$ cat src/rtl/bgm_pkg.sv
// Shared types, curve tables and register codes for the battery gauge monitor.
package bgm_pkg;

  localparam int MV_W   = 13;
  localparam int PCT_W  = 7;
  localparam int NUM_W  = 15;
  localparam int DEN_W  = 9;
  localparam int SEG_W  = 4;
  localparam int CNT_W  = 4;
  localparam int DP_W   = 5;
  localparam int DV_W   = 8;
  localparam int ADDR_W = 4;
  localparam int DATA_W = 32;
  localparam int NUM_POINTS = 9;

  localparam logic [PCT_W-1:0] PCT_MAX = 7'd100;

  // Register indexes on the configuration port.
  localparam logic [1:0] REG_CUTOFF    = 2'd0;
  localparam logic [1:0] REG_LOW_LIMIT = 2'd1;
  localparam logic [1:0] REG_IND_PCT   = 2'd2;
  localparam logic [1:0] REG_BLINK_PCT = 2'd3;

  // Curve break points in millivolts.
  localparam logic [MV_W-1:0] CURVE_MV [NUM_POINTS] = '{
    13'd3350, 13'd3550, 13'd3680, 13'd3740, 13'd3800,
    13'd3880, 13'd3960, 13'd4060, 13'd4180
  };

  // Per segment ending at point s: 2*p0*dv + dv, the constant part of the
  // rounding numerator.
  localparam logic [NUM_W-1:0] SEG_BASE [NUM_POINTS] = '{
    15'd0, 15'd200, 15'd1430, 15'd1500, 15'd2700,
    15'd5520, 15'd7760, 15'd12900, 15'd19800
  };

  // Per segment: 2*dv, the divisor.
  localparam logic [DEN_W-1:0] SEG_DEN [NUM_POINTS] = '{
    9'd0, 9'd400, 9'd260, 9'd120, 9'd120,
    9'd160, 9'd160, 9'd200, 9'd240
  };

  // Per segment: percent rise across the segment.
  localparam logic [DP_W-1:0] SEG_DP [NUM_POINTS] = '{
    5'd0, 5'd5, 5'd7, 5'd10, 5'd12, 5'd14, 5'd16, 5'd18, 5'd18
  };

  typedef struct packed {
    logic             start;
    logic [NUM_W-1:0] num;
    logic [DEN_W-1:0] den;
  } bgm_div_req_t;

  typedef struct packed {
    logic             busy;
    logic             done;
    logic [NUM_W-1:0] quo;
  } bgm_div_rsp_t;

endpackage

$ cat src/rtl/battery_gauge_low_battery_monitor.sv
// Top level: sample to percent mapping, low-run counter, icon and poll logic.
// For a voltage inside the curve a sample passes through map, 15 divider steps,
// pick and output before out_valid rises; otherwise it goes from map to output.
// No new sample is taken before the last one enters the output register.
// Reset (rst_n, synchronous, active low) restores the register defaults,
// clears the low-run count and sets the blink phase to visible.
module battery_gauge_low_battery_monitor
  import bgm_pkg::*;
(
  input  logic              clk,
  input  logic              rst_n,
  // Input channel
  input  logic              in_valid,
  output logic              in_stall,
  input  logic [MV_W-1:0]   in_voltage_mv,
  // Result channel
  output logic              out_valid,
  input  logic              out_stall,
  output logic              out_percent_valid,
  output logic [PCT_W-1:0]  out_charge_percent,
  output logic              out_icon_visible,
  output logic              out_fast_poll,
  output logic              out_shutdown_request,
  // Configuration port
  input  logic              psel,
  input  logic              penable,
  input  logic              pwrite,
  input  logic [ADDR_W-1:0] paddr,
  input  logic [DATA_W-1:0] pwdata,
  output logic [DATA_W-1:0] prdata,
  output logic              pready
);

  typedef enum logic [1:0] {S_IDLE, S_MAP, S_DIV, S_DONE} state_t;

  state_t           state_r, state_nxt;

  // Configuration registers.
  logic [MV_W-1:0]  cutoff_r, cutoff_nxt;
  logic [CNT_W-1:0] limit_r, limit_nxt;
  logic [PCT_W-1:0] ind_pct_r, ind_pct_nxt;
  logic [PCT_W-1:0] blink_pct_r, blink_pct_nxt;

  // Block state that carries from one item to the next.
  logic [CNT_W-1:0] run_cnt_r, run_cnt_nxt;
  logic             phase_r, phase_nxt;

  // Item being worked on.
  logic [MV_W-1:0]  volt_r, volt_nxt;
  logic [PCT_W-1:0] pct_r, pct_nxt;

  // Output register.
  logic             out_valid_r, out_valid_nxt;
  logic             o_pv_r, o_pv_nxt;
  logic [PCT_W-1:0] o_pct_r, o_pct_nxt;
  logic             o_vis_r, o_vis_nxt;
  logic             o_fast_r, o_fast_nxt;
  logic             o_shut_r, o_shut_nxt;

  bgm_div_req_t     div_req;
  bgm_div_rsp_t     div_rsp;

  // Segment lookup signals.
  logic [SEG_W-1:0] seg;
  logic [SEG_W-1:0] seg_m1;
  logic [MV_W-1:0]  seg_ofs;
  logic [MV_W-1:0]  prod;
  logic             below_curve;
  logic             above_curve;

  // Finish-step signals.
  logic             item_ok;
  logic             is_low;
  logic [CNT_W:0]   cnt_inc;
  logic [CNT_W-1:0] cnt_sat;
  logic             cfg_wr;
  logic             out_free;

  assign cfg_wr   = psel & penable & pwrite;
  assign pready   = 1'b1;
  assign in_stall = (state_r != S_IDLE);
  assign out_free = !out_valid_r || !out_stall;

  // Register read-back.
  always_comb begin
    case (paddr[3:2])
      REG_CUTOFF:    prdata = DATA_W'(cutoff_r);
      REG_LOW_LIMIT: prdata = DATA_W'(limit_r);
      REG_IND_PCT:   prdata = DATA_W'(ind_pct_r);
      REG_BLINK_PCT: prdata = DATA_W'(blink_pct_r);
      default:       prdata = '0;
    endcase
  end

  // Find the curve segment whose upper point is the first one at or above
  // the sample, then form the rounding numerator for the divider.
  always_comb begin
    seg = SEG_W'(NUM_POINTS - 1);
    for (int k = NUM_POINTS - 1; k >= 1; k--) begin
      if (volt_r <= CURVE_MV[k]) begin
        seg = SEG_W'(k);
      end
    end
    seg_m1      = seg - 1'b1;
    below_curve = (volt_r <= CURVE_MV[0]);
    above_curve = (volt_r > CURVE_MV[NUM_POINTS-1]);
    seg_ofs     = volt_r - CURVE_MV[seg_m1];
    prod        = MV_W'(SEG_DP[seg]) * MV_W'(seg_ofs[DV_W-1:0]);
    div_req.num = SEG_BASE[seg] + NUM_W'({prod, 1'b0});
    div_req.den = SEG_DEN[seg];
    div_req.start = (state_r == S_MAP) && (volt_r != '0) && !below_curve && !above_curve;
  end

  bgm_div u_div (
    .clk   (clk),
    .rst_n (rst_n),
    .req   (div_req),
    .rsp   (div_rsp)
  );

  // Sequencer and state updates.
  always_comb begin
    state_nxt     = state_r;
    cutoff_nxt    = cutoff_r;
    limit_nxt     = limit_r;
    ind_pct_nxt   = ind_pct_r;
    blink_pct_nxt = blink_pct_r;
    run_cnt_nxt   = run_cnt_r;
    phase_nxt     = phase_r;
    volt_nxt      = volt_r;
    pct_nxt       = pct_r;
    out_valid_nxt = out_valid_r && out_stall;
    o_pv_nxt      = o_pv_r;
    o_pct_nxt     = o_pct_r;
    o_vis_nxt     = o_vis_r;
    o_fast_nxt    = o_fast_r;
    o_shut_nxt    = o_shut_r;

    item_ok = (volt_r != '0);
    is_low  = item_ok && (volt_r <= cutoff_r);
    cnt_inc = {1'b0, run_cnt_r} + 1'b1;
    cnt_sat = (cnt_inc > {1'b0, limit_r}) ? limit_r : cnt_inc[CNT_W-1:0];

    if (cfg_wr) begin
      case (paddr[3:2])
        REG_CUTOFF:    cutoff_nxt    = pwdata[MV_W-1:0];
        REG_LOW_LIMIT: limit_nxt     = pwdata[CNT_W-1:0];
        REG_IND_PCT:   ind_pct_nxt   = pwdata[PCT_W-1:0];
        REG_BLINK_PCT: blink_pct_nxt = pwdata[PCT_W-1:0];
        default: ;
      endcase
    end

    case (state_r)
      S_IDLE: begin
        if (in_valid) begin
          volt_nxt  = in_voltage_mv;
          state_nxt = S_MAP;
        end
      end
      S_MAP: begin
        // Invalid samples and samples off either end of the curve need no
        // division.
        if (div_req.start) begin
          state_nxt = S_DIV;
        end else begin
          pct_nxt   = (item_ok && above_curve) ? PCT_MAX : '0;
          state_nxt = S_DONE;
        end
      end
      S_DIV: begin
        if (div_rsp.done) begin
          pct_nxt   = (div_rsp.quo > NUM_W'(PCT_MAX)) ? PCT_MAX : div_rsp.quo[PCT_W-1:0];
          state_nxt = S_DONE;
        end
      end
      S_DONE: begin
        if (out_free) begin
          out_valid_nxt = 1'b1;
          o_pv_nxt      = item_ok;
          o_pct_nxt     = pct_r;
          o_shut_nxt    = 1'b0;
          if (is_low) begin
            run_cnt_nxt = cnt_sat;
            o_shut_nxt  = (cnt_sat >= limit_r);
          end else if (item_ok) begin
            run_cnt_nxt = '0;
          end
          // Icon: hidden for an invalid sample or at or above the indicator threshold,
          // steady between the thresholds, and blinking below the blink threshold.
          if (!item_ok || pct_r >= ind_pct_r) begin
            phase_nxt  = 1'b1;
            o_vis_nxt  = 1'b0;
            o_fast_nxt = 1'b0;
          end else if (pct_r >= blink_pct_r) begin
            phase_nxt  = 1'b1;
            o_vis_nxt  = 1'b1;
            o_fast_nxt = 1'b1;
          end else begin
            phase_nxt  = !phase_r;
            o_vis_nxt  = phase_r;
            o_fast_nxt = 1'b1;
          end
          state_nxt = S_IDLE;
        end
      end
      default: state_nxt = S_IDLE;
    endcase
  end

  always_ff @(posedge clk) begin
    volt_r   <= volt_nxt;
    pct_r    <= pct_nxt;
    o_pv_r   <= o_pv_nxt;
    o_pct_r  <= o_pct_nxt;
    o_vis_r  <= o_vis_nxt;
    o_fast_r <= o_fast_nxt;
    o_shut_r <= o_shut_nxt;
    if (!rst_n) begin
      state_r     <= S_IDLE;
      cutoff_r    <= 13'd3300;
      limit_r     <= 4'd3;
      ind_pct_r   <= 7'd20;
      blink_pct_r <= 7'd10;
      run_cnt_r   <= '0;
      phase_r     <= 1'b1;
      out_valid_r <= 1'b0;
    end else begin
      state_r     <= state_nxt;
      cutoff_r    <= cutoff_nxt;
      limit_r     <= limit_nxt;
      ind_pct_r   <= ind_pct_nxt;
      blink_pct_r <= blink_pct_nxt;
      run_cnt_r   <= run_cnt_nxt;
      phase_r     <= phase_nxt;
      out_valid_r <= out_valid_nxt;
    end
  end

  assign out_valid            = out_valid_r;
  assign out_percent_valid    = o_pv_r;
  assign out_charge_percent   = o_pct_r;
  assign out_icon_visible     = o_vis_r;
  assign out_fast_poll        = o_fast_r;
  assign out_shutdown_request = o_shut_r;

  // The divider only finishes while the sequencer waits for it.
  a_div_done_in_div: assert property (@(posedge clk) disable iff (!rst_n)
    div_rsp.done |-> state_r == S_DIV)
    else $error("divider finished outside the divide state");

  // A result never reports more than full charge.
  a_pct_range: assert property (@(posedge clk) disable iff (!rst_n)
    out_valid |-> out_charge_percent <= PCT_MAX)
    else $error("charge percent above full scale");

  // Shutdown is only requested for a valid sample.
  a_shut_valid: assert property (@(posedge clk) disable iff (!rst_n)
    out_valid && out_shutdown_request |-> out_percent_valid)
    else $error("shutdown requested on an invalid sample");

  // The icon is only shown while the fast poll period is selected.
  a_icon_fast: assert property (@(posedge clk) disable iff (!rst_n)
    out_valid && out_icon_visible |-> out_fast_poll)
    else $error("icon shown with slow poll period");

endmodule

$ cat src/rtl/bgm_div.sv
// Iterative restoring divider, one quotient bit per cycle.
module bgm_div
  import bgm_pkg::*;
(
  input  logic         clk,
  input  logic         rst_n,
  input  bgm_div_req_t req,
  output bgm_div_rsp_t rsp
);

  logic [DEN_W-1:0] rem_r, rem_nxt;
  logic [NUM_W-1:0] quo_r, quo_nxt;
  logic [DEN_W-1:0] den_r, den_nxt;
  logic [CNT_W-1:0] cnt_r, cnt_nxt;
  logic             busy_r, busy_nxt;
  logic             done_r, done_nxt;
  logic [DEN_W:0]   trial;
  logic             fits;

  always_comb begin
    trial    = {rem_r, quo_r[NUM_W-1]};
    fits     = (trial >= {1'b0, den_r});
    rem_nxt  = rem_r;
    quo_nxt  = quo_r;
    den_nxt  = den_r;
    cnt_nxt  = cnt_r;
    busy_nxt = busy_r;
    done_nxt = 1'b0;
    if (req.start) begin
      rem_nxt  = '0;
      quo_nxt  = req.num;
      den_nxt  = req.den;
      cnt_nxt  = '0;
      busy_nxt = 1'b1;
    end else if (busy_r) begin
      rem_nxt = fits ? DEN_W'(trial - {1'b0, den_r}) : trial[DEN_W-1:0];
      quo_nxt = {quo_r[NUM_W-2:0], fits};
      cnt_nxt = cnt_r + 1'b1;
      if (cnt_r == CNT_W'(NUM_W - 1)) begin
        busy_nxt = 1'b0;
        done_nxt = 1'b1;
      end
    end
  end

  always_ff @(posedge clk) begin
    rem_r <= rem_nxt;
    quo_r <= quo_nxt;
    den_r <= den_nxt;
    cnt_r <= cnt_nxt;
    if (!rst_n) begin
      busy_r <= 1'b0;
      done_r <= 1'b0;
    end else begin
      busy_r <= busy_nxt;
      done_r <= done_nxt;
    end
  end

  assign rsp.busy = busy_r;
  assign rsp.done = done_r;
  assign rsp.quo  = quo_r;

endmodule
$ cat config.mk
export PLATFORM = sky130hd
export DESIGN_NAME = battery_gauge_low_battery_monitor
export DESIGN_NICKNAME = d
export VERILOG_FILES = /design/src/rtl/bgm_pkg.sv /design/src/rtl/battery_gauge_low_battery_monitor.sv /design/src/rtl/bgm_div.sv
export SDC_FILE = /design/constraint.sdc
export NUM_CORES = 1
export LEC_CHECK = 0
export BUFFER_PORTS_ARGS = -buffer_cell sky130_fd_sc_hd__buf_2
export CAP_MARGIN = 15
export CORE_ASPECT_RATIO = 1.75
export CORE_MARGIN = 10
export CORE_UTILIZATION = 60
export CTS_CLUSTER_SIZE = 24
export DETAILED_ROUTE_END_ITERATION = 8
export PLACE_DENSITY = 0.82
export SYNTH_ARGS = -nofsm -noshare
export SYNTH_HDL_FRONTEND = slang
export SYNTH_SLANG_ARGS = --single-unit
$ cat constraint.sdc
create_clock -name clk -period 9.9 [get_ports clk]
set_clock_uncertainty 0.2 [all_clocks]
set_input_delay 0.495 -clock clk [delete_from_list [all_inputs] [get_ports clk]]
set_output_delay 0.495 -clock clk [all_outputs]
set_load 0.01 [all_outputs]
==> summary.txt, run 1 <==
Yosys
  – Post-Synth Adder-Cell Area: 18.9%
  – Prevailing post-synth register cell: dfxtp_1
  – Synth area leader: edfxtp_1
  – Simple-gate share of the synthesized area: 17.7%
  – Seq/Total Area, Yosys: 31.0%
  – Mux cell area share after synthesis: 6.36%
  – Syn Inst Count: 954
  – Top-area cell type share of the netlist area: 18.4%
  – Synth Warn #: 0
  – XOR/XNOR Fraction of Synth Area: 2.43%
  – Post-synth EDFFs: 53
  – Mean Syn Cell Area: 9.05 um2
  – Most common cell in the netlist: inv_1
  – Yosys reg bits: 107
  – Synthesized area: 0.00863 mm2
  – Compound-Gate Fraction of Synth Area: 15.8%
  – Synth top cells by count: inv_1 (99), ha_1 (97), nor2_1 (86)
  – Async SR Flop Fraction: 0%
  – Largest family of logic cells by synthesized area: adder cells
  – Main area contributors after synthesis: edfxtp_1 (18%), ha_1 (14%), dfxtp_1 (13%)
  – Post-synthesis cell type count: 77

Worst setup path
  – Critical path required time: 9800 ps
  – Startpoint types: flop
  – Most frequent CP cell: ha_1
  – CP max stage delay: 540 ps
  – Crit path kind: reg -> reg
  – CP max-delay cell: edfxtp_1
  – Worst reg2reg path depth: 30
  – WP data arrival: 8860 ps
  – CP Max Fanout: 12
  – Critical Path End Type: flop

Clocking
  – Clock-pin slew on the worst setup and hold paths: 80 ps
  – Clk_lat worst skew: 350 ps
  – Hold buffer count at cts: 0
  – Clock tree buffer depth: 2
  – Setup bufs post-CTS: 0
  – Gates resized, CTS repair: 0
  – Root Buffer: clkbuf_16
  – H-tree Lvls: 3
  – CTS tree: yes
  – Num CTS Buffers: 9
  – CTS sink cnt: 107

GRT
  – Initial antenna violation count: 0
  – GRT Residual Overflow: 0
  – Vias in the first global route: 7195
  – Largest net degree at the start of global routing: 45
  – Global Route Usage Sum: 20.0%
  – First-pass GRT wire length: 33000 um

Flow run
  – Max-cap violations: 0

Cells and area
  – Nets: 1174
  – FF+latch area: 0.00267 mm2
  – Area of the multi-input gates: 0.00538 mm2
  – Fill count: 1213
  – Layout cells sized above 1: 11.6%
  – Area grow syn2layout: 7.81%
  – Fin area: 0.00931 mm2
  – Ant diodes: 0

Floorplanning
  – Num ports: 102
  – Die W: 111 um
  – Die height: 179 um
  – Die area: 0.0198 mm2
  – # rows: 58
  – Core area: 0.0142 mm2
  – Initial Utilization: 60.7%

Detailed routing
  – DRT iter0 DRCs: 478
  – DRT Pass-1 Iters: 5
  – Avg WL per Cell: 16.7 um
  – Via/cell ratio: 5.94
  – DRC viols: 0
  – Vias post-DR: 7037
  – Routed Antenna Nets: 0
  – Final wirelength: 19800 um

STA
  – Hold Violations, Final: 0
  – Final setup vio count: 0
  – RSZ-0062 raised after global routing: false
  – Worst-Margin Slew: 1110 ps
  – TNS Setup: 0 ps
  – Hold slack: 112 ps
  – Slew headroom: 25.3%
  – Fin crit period: 8960 ps
  – Tcrit/Tclk final: 90.5%
  – Max Slew Vio Count: 0
  – F_max: 112 MHz

Hold path
  – Hold path depth: 1
  – Hold crit path type: in -> reg

Place
  – Input/output buffers: 60
  – Placed wire-length estimate: 15700 um
  – Gpl congestion: 0.928
  – Post-DP Area: 0.00899 mm2

Run status
  – Outcome: completed
-- logic make-up after synthesis --
kind of cell | after synthesis
AOI/OAI and AO/OA | 202
xor gates and xnor gates | 24
adders and majority gates | 118
buffers and inverters | 148
DFF | 107
muxes | 48
other | 2
and+or+nand+nor | 305
-- path summary, 6_finish.rpt --
check / startpoint / endpoint / slack [ps]
max reg2reg: volt_r[0] / u_div.quo_r[14] / 940
max: volt_r[0] / u_div.quo_r[14] / 940
min reg2reg: pct_r[0] / out_charge_percent[0] / 270
min: in_voltage_mv[4] / volt_r[4] / 110
-- registers in the layout, summed over array words and instances (netlist names), 9 cells and up --
name and cells:
u_div.quo_r 15, volt_r 13, cutoff_r 13, u_div.rem_r 9
-- area by class of cell --
type | instances | share of cell area, %
Timing Repair Buffer | 64 | 3.55
Multi-Input combinational cell | 717 | 57.8
Clock buffer | 11 | 2.96
Sequential cell | 107 | 28.7
Inverter | 101 | 4.07
Clock inverter | 5 | 0.497
Tap cell | 180 | 2.42
-- stage by stage --
stage / worst slack, ps / util (%) / instances
3_3_place_gp: 1170 / 63.2 / 1169
2_1_floorplan: 1880 / - / 972
6_report: 942 / 65.4 / 1185
5_1_grt: 311 / 65.4 / 1185
3_5_place_dp: 995 / 63.2 / 1169
4_1_cts: 980 / 65.4 / 1185
-- per-layer routing --
metal	track usage [%]	routed length [um]	vias up
met1	18.5	7050	3345
li1	-	-	3430
met3	2.91	657	76
met4	11.7	1120	0
met5	0	0	-
met2	40.1	11000	186
-- critical path, delay by kind of cell (launching register included) --
family / cells / cell delay [ps]
AOI/OAI and AO/OA: 13 / 2910
xor gates and xnor gates: 2 / 250
adders and majority gates: 7 / 2680
DFF: 1 / 540
muxes: 1 / 320
and+or+nand+nor: 7 / 1790
-- placed cells by master (no fill, tap or decap), drive strengths merged, types with 5 or more instances in the layout --
cell / n
inv: 105
ha: 97
nor2: 86
nand2: 71
buf: 64
dfxtp: 54
edfxtp: 53
o21ai: 45
a21oi: 37
mux2i: 32
nor2b: 30
nor3: 23
fa: 21
conb: 20
nand3: 17
a21o: 14
xnor2: 14
o211ai: 14
a31oi: 14
or2: 14
o21a: 12
a21boi: 12
mux2: 12
and2: 11
clkbuf: 11
and3: 10
xor2: 10
a211oi: 9
nor4: 9
nand4: 8
nand2b: 7
or3: 6
a211o: 6
o22ai: 5
a31o: 5
Power of run 1 is left out: the tool's default activity adds up to more than one toggle a clock period on the data nets, which glitch-free logic cannot reach.
==> run 2, diff against run 1 <==
--- a/config.mk
+++ b/config.mk
@@ -12,7 +12,8 @@
 export CORE_UTILIZATION = 60
 export CTS_CLUSTER_SIZE = 24
 export DETAILED_ROUTE_END_ITERATION = 8
-export PLACE_DENSITY = 0.82
+export PLACE_DENSITY = 0.88
 export SYNTH_ARGS = -nofsm -noshare
 export SYNTH_HDL_FRONTEND = slang
+export SYNTH_HIERARCHICAL = 1
 export SYNTH_SLANG_ARGS = --single-unit
==> summary.txt, run 2 <==
Detailed routing
  – DRC viols: 0 (unchanged)
  – DRT iter0 DRCs: 562 (+18%)
  – Vias post-DR: 7064 (+0.38%)
  – Via/cell ratio: 6.06 (+2.0%)
  – Avg WL per Cell: 17.5 um (+4.8%)
  – DRT Pass-1 Iters: 6 (+1)
  – Final wirelength: 20400 um (+3.1%)
  – Routed Antenna Nets: 0 (unchanged)

Floorplanning
  – Initial Utilization: 60.8% (+0.13 points)
  – Num ports: 102 (unchanged)
  – Core area: 0.0144 mm2 (+1.0%)
  – Die W: 111 um (+0.51%)
  – # rows: 58 (unchanged)
  – Die height: 180 um (+0.55%)
  – Die area: 0.0200 mm2 (+1.1%)

Worst setup path
  – WP data arrival: 9110 ps (+250 ps)
  – Most frequent CP cell: fa_1
  – Critical path required time: 9810 ps (about the same)
  – Worst reg2reg path depth: 27 (-10%)
  – CP Max Fanout: 9 (-3)
  – Crit path kind: reg -> reg
  – Startpoint types: flop
  – CP max stage delay: 700 ps (+160 ps)
  – CP max-delay cell: a41oi_1
  – Critical Path End Type: flop

Clocking
  – Clock tree buffer depth: 2 (unchanged)
  – Hold buffer count at cts: 0 (unchanged)
  – H-tree Lvls: 3 (unchanged)
  – Num CTS Buffers: 9 (unchanged)
  – CTS sink cnt: 109 (+1.9%)
  – Root Buffer: clkbuf_16
  – Setup bufs post-CTS: 0 (unchanged)
  – Clk_lat worst skew: 350 ps (about the same)
  – CTS tree: yes
  – Clock-pin slew on the worst setup and hold paths: 70 ps (about the same)
  – Gates resized, CTS repair: 0 (unchanged)

Place
  – Input/output buffers: 60 (unchanged)
  – Placed wire-length estimate: 16100 um (+2.6%)
  – Gpl congestion: 0.907 (-2.2%)

Cells and area
  – Commonest non-fill, non-tap cell in the layout: ha_1
  – Ant diodes: 0 (unchanged)
  – Layout cells sized above 1: 13.8% (+2.2 points)
  – Largest registers: u_div/quo_r x15, cutoff_r x13, volt_r x13
  – Max FFs per register: 15 (unchanged)
  – Largest Register: u_div/quo_r
  – Area grow syn2layout: 7.49%
  – Commonest non-fill, non-tap cells in the layout: ha_1 (98), inv_1 (97), nor2_1 (79)
  – Nets: 1156 (-1.5%)

STA
  – TNS Setup: 0 ps (unchanged)
  – F_max: 109 MHz (-2.7%)
  – Final setup vio count: 0 (unchanged)
  – Hold Violations, Final: 0 (unchanged)
  – Tcrit/Tclk final: 93.0% (+2.5 points)
  – Fin crit period: 9210 ps (+250 ps)
  – Worst-Margin Slew: 885 ps (-229 ps)
  – RSZ-0062 raised after global routing: false
  – Max Slew Vio Count: 0 (unchanged)
  – Slew headroom: 40.8% (+16 points)

Flow run
  – Max-cap violations: 0 (unchanged)

Yosys
  – Syn Inst Count: 934 (-2.1%)
  – Synthesized area: 0.00874 mm2 (+1.2%)
  – Synth Warn #: 6 (+6)
  – Mean Syn Cell Area: 9.36 um2 (+3.4%)

GRT
  – Global Route Usage Sum: 20.1% (+0.14 points)
  – Met3 Usage GRT: 2.57% (-0.35 points)
  – Largest net degree at the start of global routing: 43 (-4.4%)
  – GRT Max-Usage Layer: met2
  – Vias in the first global route: 7224 (+0.40%)
  – GRT Residual Overflow: 0 (unchanged)
  – Met2 Usage GRT: 39.0% (-1.1 points)
  – First-pass GRT wire length: 34100 um (+3.5%)
  – GR Util met1: 19.4% (+0.93 points)
  – Initial antenna violation count: 0 (unchanged)

Hold path
  – Hold path depth: 1 (unchanged)
  – Hold crit path type: in -> reg

Run status
  – Outcome: completed
run 2: worst paths after layout:
| path | from | endpoint | slack [ps] |
|---|---|---|---|
| worst max-delay path | volt_r[11] | u_div/quo_r[14] | 690 |
| worst min-delay path | in_voltage_mv[6] | volt_r[6] | 120 |
| worst max register to register | volt_r[11] | u_div/quo_r[14] | 690 |
| worst min register to register | pct_r[0] | out_charge_percent[0] | 270 |
run 2: through the flow:
stage / instance area [um2] / setup WS (ps) / cells / utilization [%] / hold slack, ps
4_1_cts: 9380 / 771 / 1165 / 65.3 / 106
3_5_place_dp: 9100 / 790 / 1149 / 63.3 / 247
5_1_grt: 9400 / 10.5 / 1166 / 65.4 / 102
6_report: 9400 / 692 / 1166 / 65.4 / 117
3_3_place_gp: 9100 / 886 / 1149 / 63.3 / 247
2_1_floorplan: 8820 / 1640 / 955 / - / 226
run 2: final cells by class:
| cell class | instances | area, um2 |
|---|---|---|
| clock buffers | 11 | 253 |
| clock inverters | 5 | 33.8 |
| fillers | 1161 | 4970 |
| inverters | 97 | 369 |
| multi-input cells | 700 | 5450 |
| flip-flops and latches | 109 | 2730 |
| well taps | 180 | 225 |
| repair buffers | 64 | 334 |
run 2: critical path, delay by kind of cell, from the launching register on:
kind            cells  cell delay, ps
buf+inv             2             170
mux                 1             260
compound gates      8            2160
xor+xnor            1              90
flops               1             480
fa+ha+maj           7            3240
simple gates        8            2360
run 2: per-layer routing:
| layer | up-vias | part of all wire (%) |
|---|---|---|
| li1 | 3359 | - |
| met1 | 3370 | 35 |
| met2 | 252 | 56 |
| met3 | 83 | 3.4 |
| met4 | 0 | 5.3 |
| met5 | - | 0 |
Power of run 2 is left out for the same reason.
==> run 3, diff against run 2 <==
--- a/config.mk
+++ b/config.mk
@@ -8,7 +8,7 @@
 export BUFFER_PORTS_ARGS = -buffer_cell sky130_fd_sc_hd__buf_2
 export CAP_MARGIN = 15
 export CORE_ASPECT_RATIO = 1.75
-export CORE_MARGIN = 10
+export CORE_MARGIN = 2
 export CORE_UTILIZATION = 60
 export CTS_CLUSTER_SIZE = 24
 export DETAILED_ROUTE_END_ITERATION = 8
==> summary.txt, run 3 (synthesis gave the netlist of run 2 again) <==
Place
  – Post-DP Area: 0.00909 mm2 (about the same)
  – Placed wire-length estimate: 15800 um (-1.5%)
  – Input/output buffers: 60 (unchanged)
  – Number of instances in the placed design: 1148 (-0.087%)
  – Gpl congestion: 0.930 (+2.5%)

Worst setup path
  – CP max-delay cell: or4_4
  – CP Max Fanout: 12 (+3)
  – Delay-heaviest family, CP: adder cells
  – CP max stage delay: 620 ps (-80 ps)
  – WP data arrival: 9230 ps (+120 ps)
  – CP bufs+invs: 3 (+1)
  – Crit path kind: reg -> reg
  – Startpoint types: flop
  – Critical Path End Type: flop
  – Most frequent CP cell: fa_1
  – Critical path required time: 9800 ps (about the same)

GRT
  – Initial antenna violation count: 0 (unchanged)
  – Global Route Usage Sum: 27.0% (+6.9 points)
  – First-pass GRT wire length: 33000 um (-3.3%)
  – Largest net degree at the start of global routing: 43 (unchanged)
  – Vias in the first global route: 7096 (-1.8%)
  – GRT Residual Overflow: 0 (unchanged)

Floorplanning
  – Die W: 95.2 um (-14%)
  – Die height: 164 um (-8.9%)
  – Num ports: 102 (unchanged)
  – Initial Utilization: 61.1% (+0.31 points)
  – Die area: 0.0156 mm2 (-22%)
  – Core area: 0.0143 mm2 (-0.51%)
  – # rows: 58 (unchanged)

Detailed routing
  – Via/cell ratio: 6.04 (-0.25%)
  – DRT Pass-1 Iters: 5 (-1)
  – Avg WL per Cell: 17.6 um (about the same)
  – Vias post-DR: 7040 (-0.34%)
  – DRC viols: 0 (unchanged)
  – DRT iter0 DRCs: 286 (-49%)
  – Final wirelength: 20400 um (unchanged)
  – Routed Antenna Nets: 0 (unchanged)

Clocking
  – Root Buffer: clkbuf_16
  – Hold buffer count at cts: 0 (unchanged)
  – Gates resized, CTS repair: 0 (unchanged)
  – Clock-pin slew on the worst setup and hold paths: 80 ps (about the same)
  – H-tree Lvls: 3 (unchanged)
  – CTS tree: yes
  – Clk_lat worst skew: 350 ps (about the same)
  – Num CTS Buffers: 9 (unchanged)
  – CTS sink cnt: 109 (unchanged)
  – Setup bufs post-CTS: 0 (unchanged)
  – Clock tree buffer depth: 2 (unchanged)

Cells and area
  – Largest Register: u_div/quo_r
  – Nets: 1155 (-0.087%)
  – Area grow syn2layout: 7.70%
  – Commonest non-fill, non-tap cells in the layout: ha_1 (98), inv_1 (97), nor2_1 (79)
  – Max FFs per register: 15 (unchanged)
  – Ant diodes: 0 (unchanged)
  – Non-Filler Instances: 1165 (-0.086%)
  – Largest registers: u_div/quo_r x15, cutoff_r x13, volt_r x13
  – Layout cells sized above 1: 13.7% (-0.088 points)
  – Final core utilization: 65.8% (+0.46 points)
  – Commonest non-fill, non-tap cell in the layout: ha_1
  – Fin area: 0.00941 mm2 (+0.20%)

STA
  – Final setup vio count: 0 (unchanged)
  – Hold Violations, Final: 0 (unchanged)
  – Tcrit/Tclk final: 94.2% (+1.2 points)
  – RSZ-0062 raised after global routing: false
  – Slew headroom: 34.2% (-6.6 points)
  – Fin crit period: 9330 ps (+119 ps)
  – TNS Setup: 0 ps (unchanged)
  – F_max: 107 MHz (-1.3%)
  – Max Slew Vio Count: 0 (unchanged)
  – Worst-Margin Slew: 985 ps (+99.3 ps)

Hold path
  – Hold crit path type: in -> reg

Flow run
  – Max-cap violations: 0 (unchanged)

Run status
  – Outcome: completed
[run 3: changes by cell type in the layout (fill, tap and decap cells not counted), moves of 2 or more]
cell and delta:
inv_6 +3, clkbuf_16 +2, clkinv_4 -2, inv_4 -2
[run 3: worst paths after layout]
kind	slack (ps)	cells after the start	to	startpoint
hold / removal	120	1	volt_r[10]	in_voltage_mv[10]
setup / recovery	570	30	u_div/quo_r[14]	volt_r[2]
hold reg to reg	270	2	cutoff_r[8]	cutoff_r[8]
setup reg to reg	570	30	u_div/quo_r[14]	volt_r[2]
[run 3: cell type report]
class                           count  area [um2]
Inverter                           97         369
Fill cell                        1095        4880
Clock inverter                      5        35.0
Sequential cell                   109        2730
Tap cell                          180         225
Clock buffer                       11         275
Timing Repair Buffer               63         329
Multi-Input combinational cell    700        5450
[run 3: metrics by stage]
step | setup WS (ps) | hold WS, ps
floorplan | 1640 | 226
global placement | 882 | 252
detailed placement | 606 | 258
CTS | 586 | 109
global route | 40.7 | 106
finish | 573 | 118
[run 3: layer usage]
| metal | vias up | routed length (um) | part of all wire, % | track usage [%] |
|---|---|---|---|---|
| met5 | - | 0 | 0 | 0 |
| met4 | 0 | 1210 | 5.9 | 16.9 |
| met3 | 81 | 719 | 3.5 | 3.09 |
| met2 | 231 | 11400 | 56 | 52.0 |
| met1 | 3366 | 7070 | 35 | 26.0 |
| li1 | 3362 | - | - | - |
Power of run 3 is left out for the same reason.
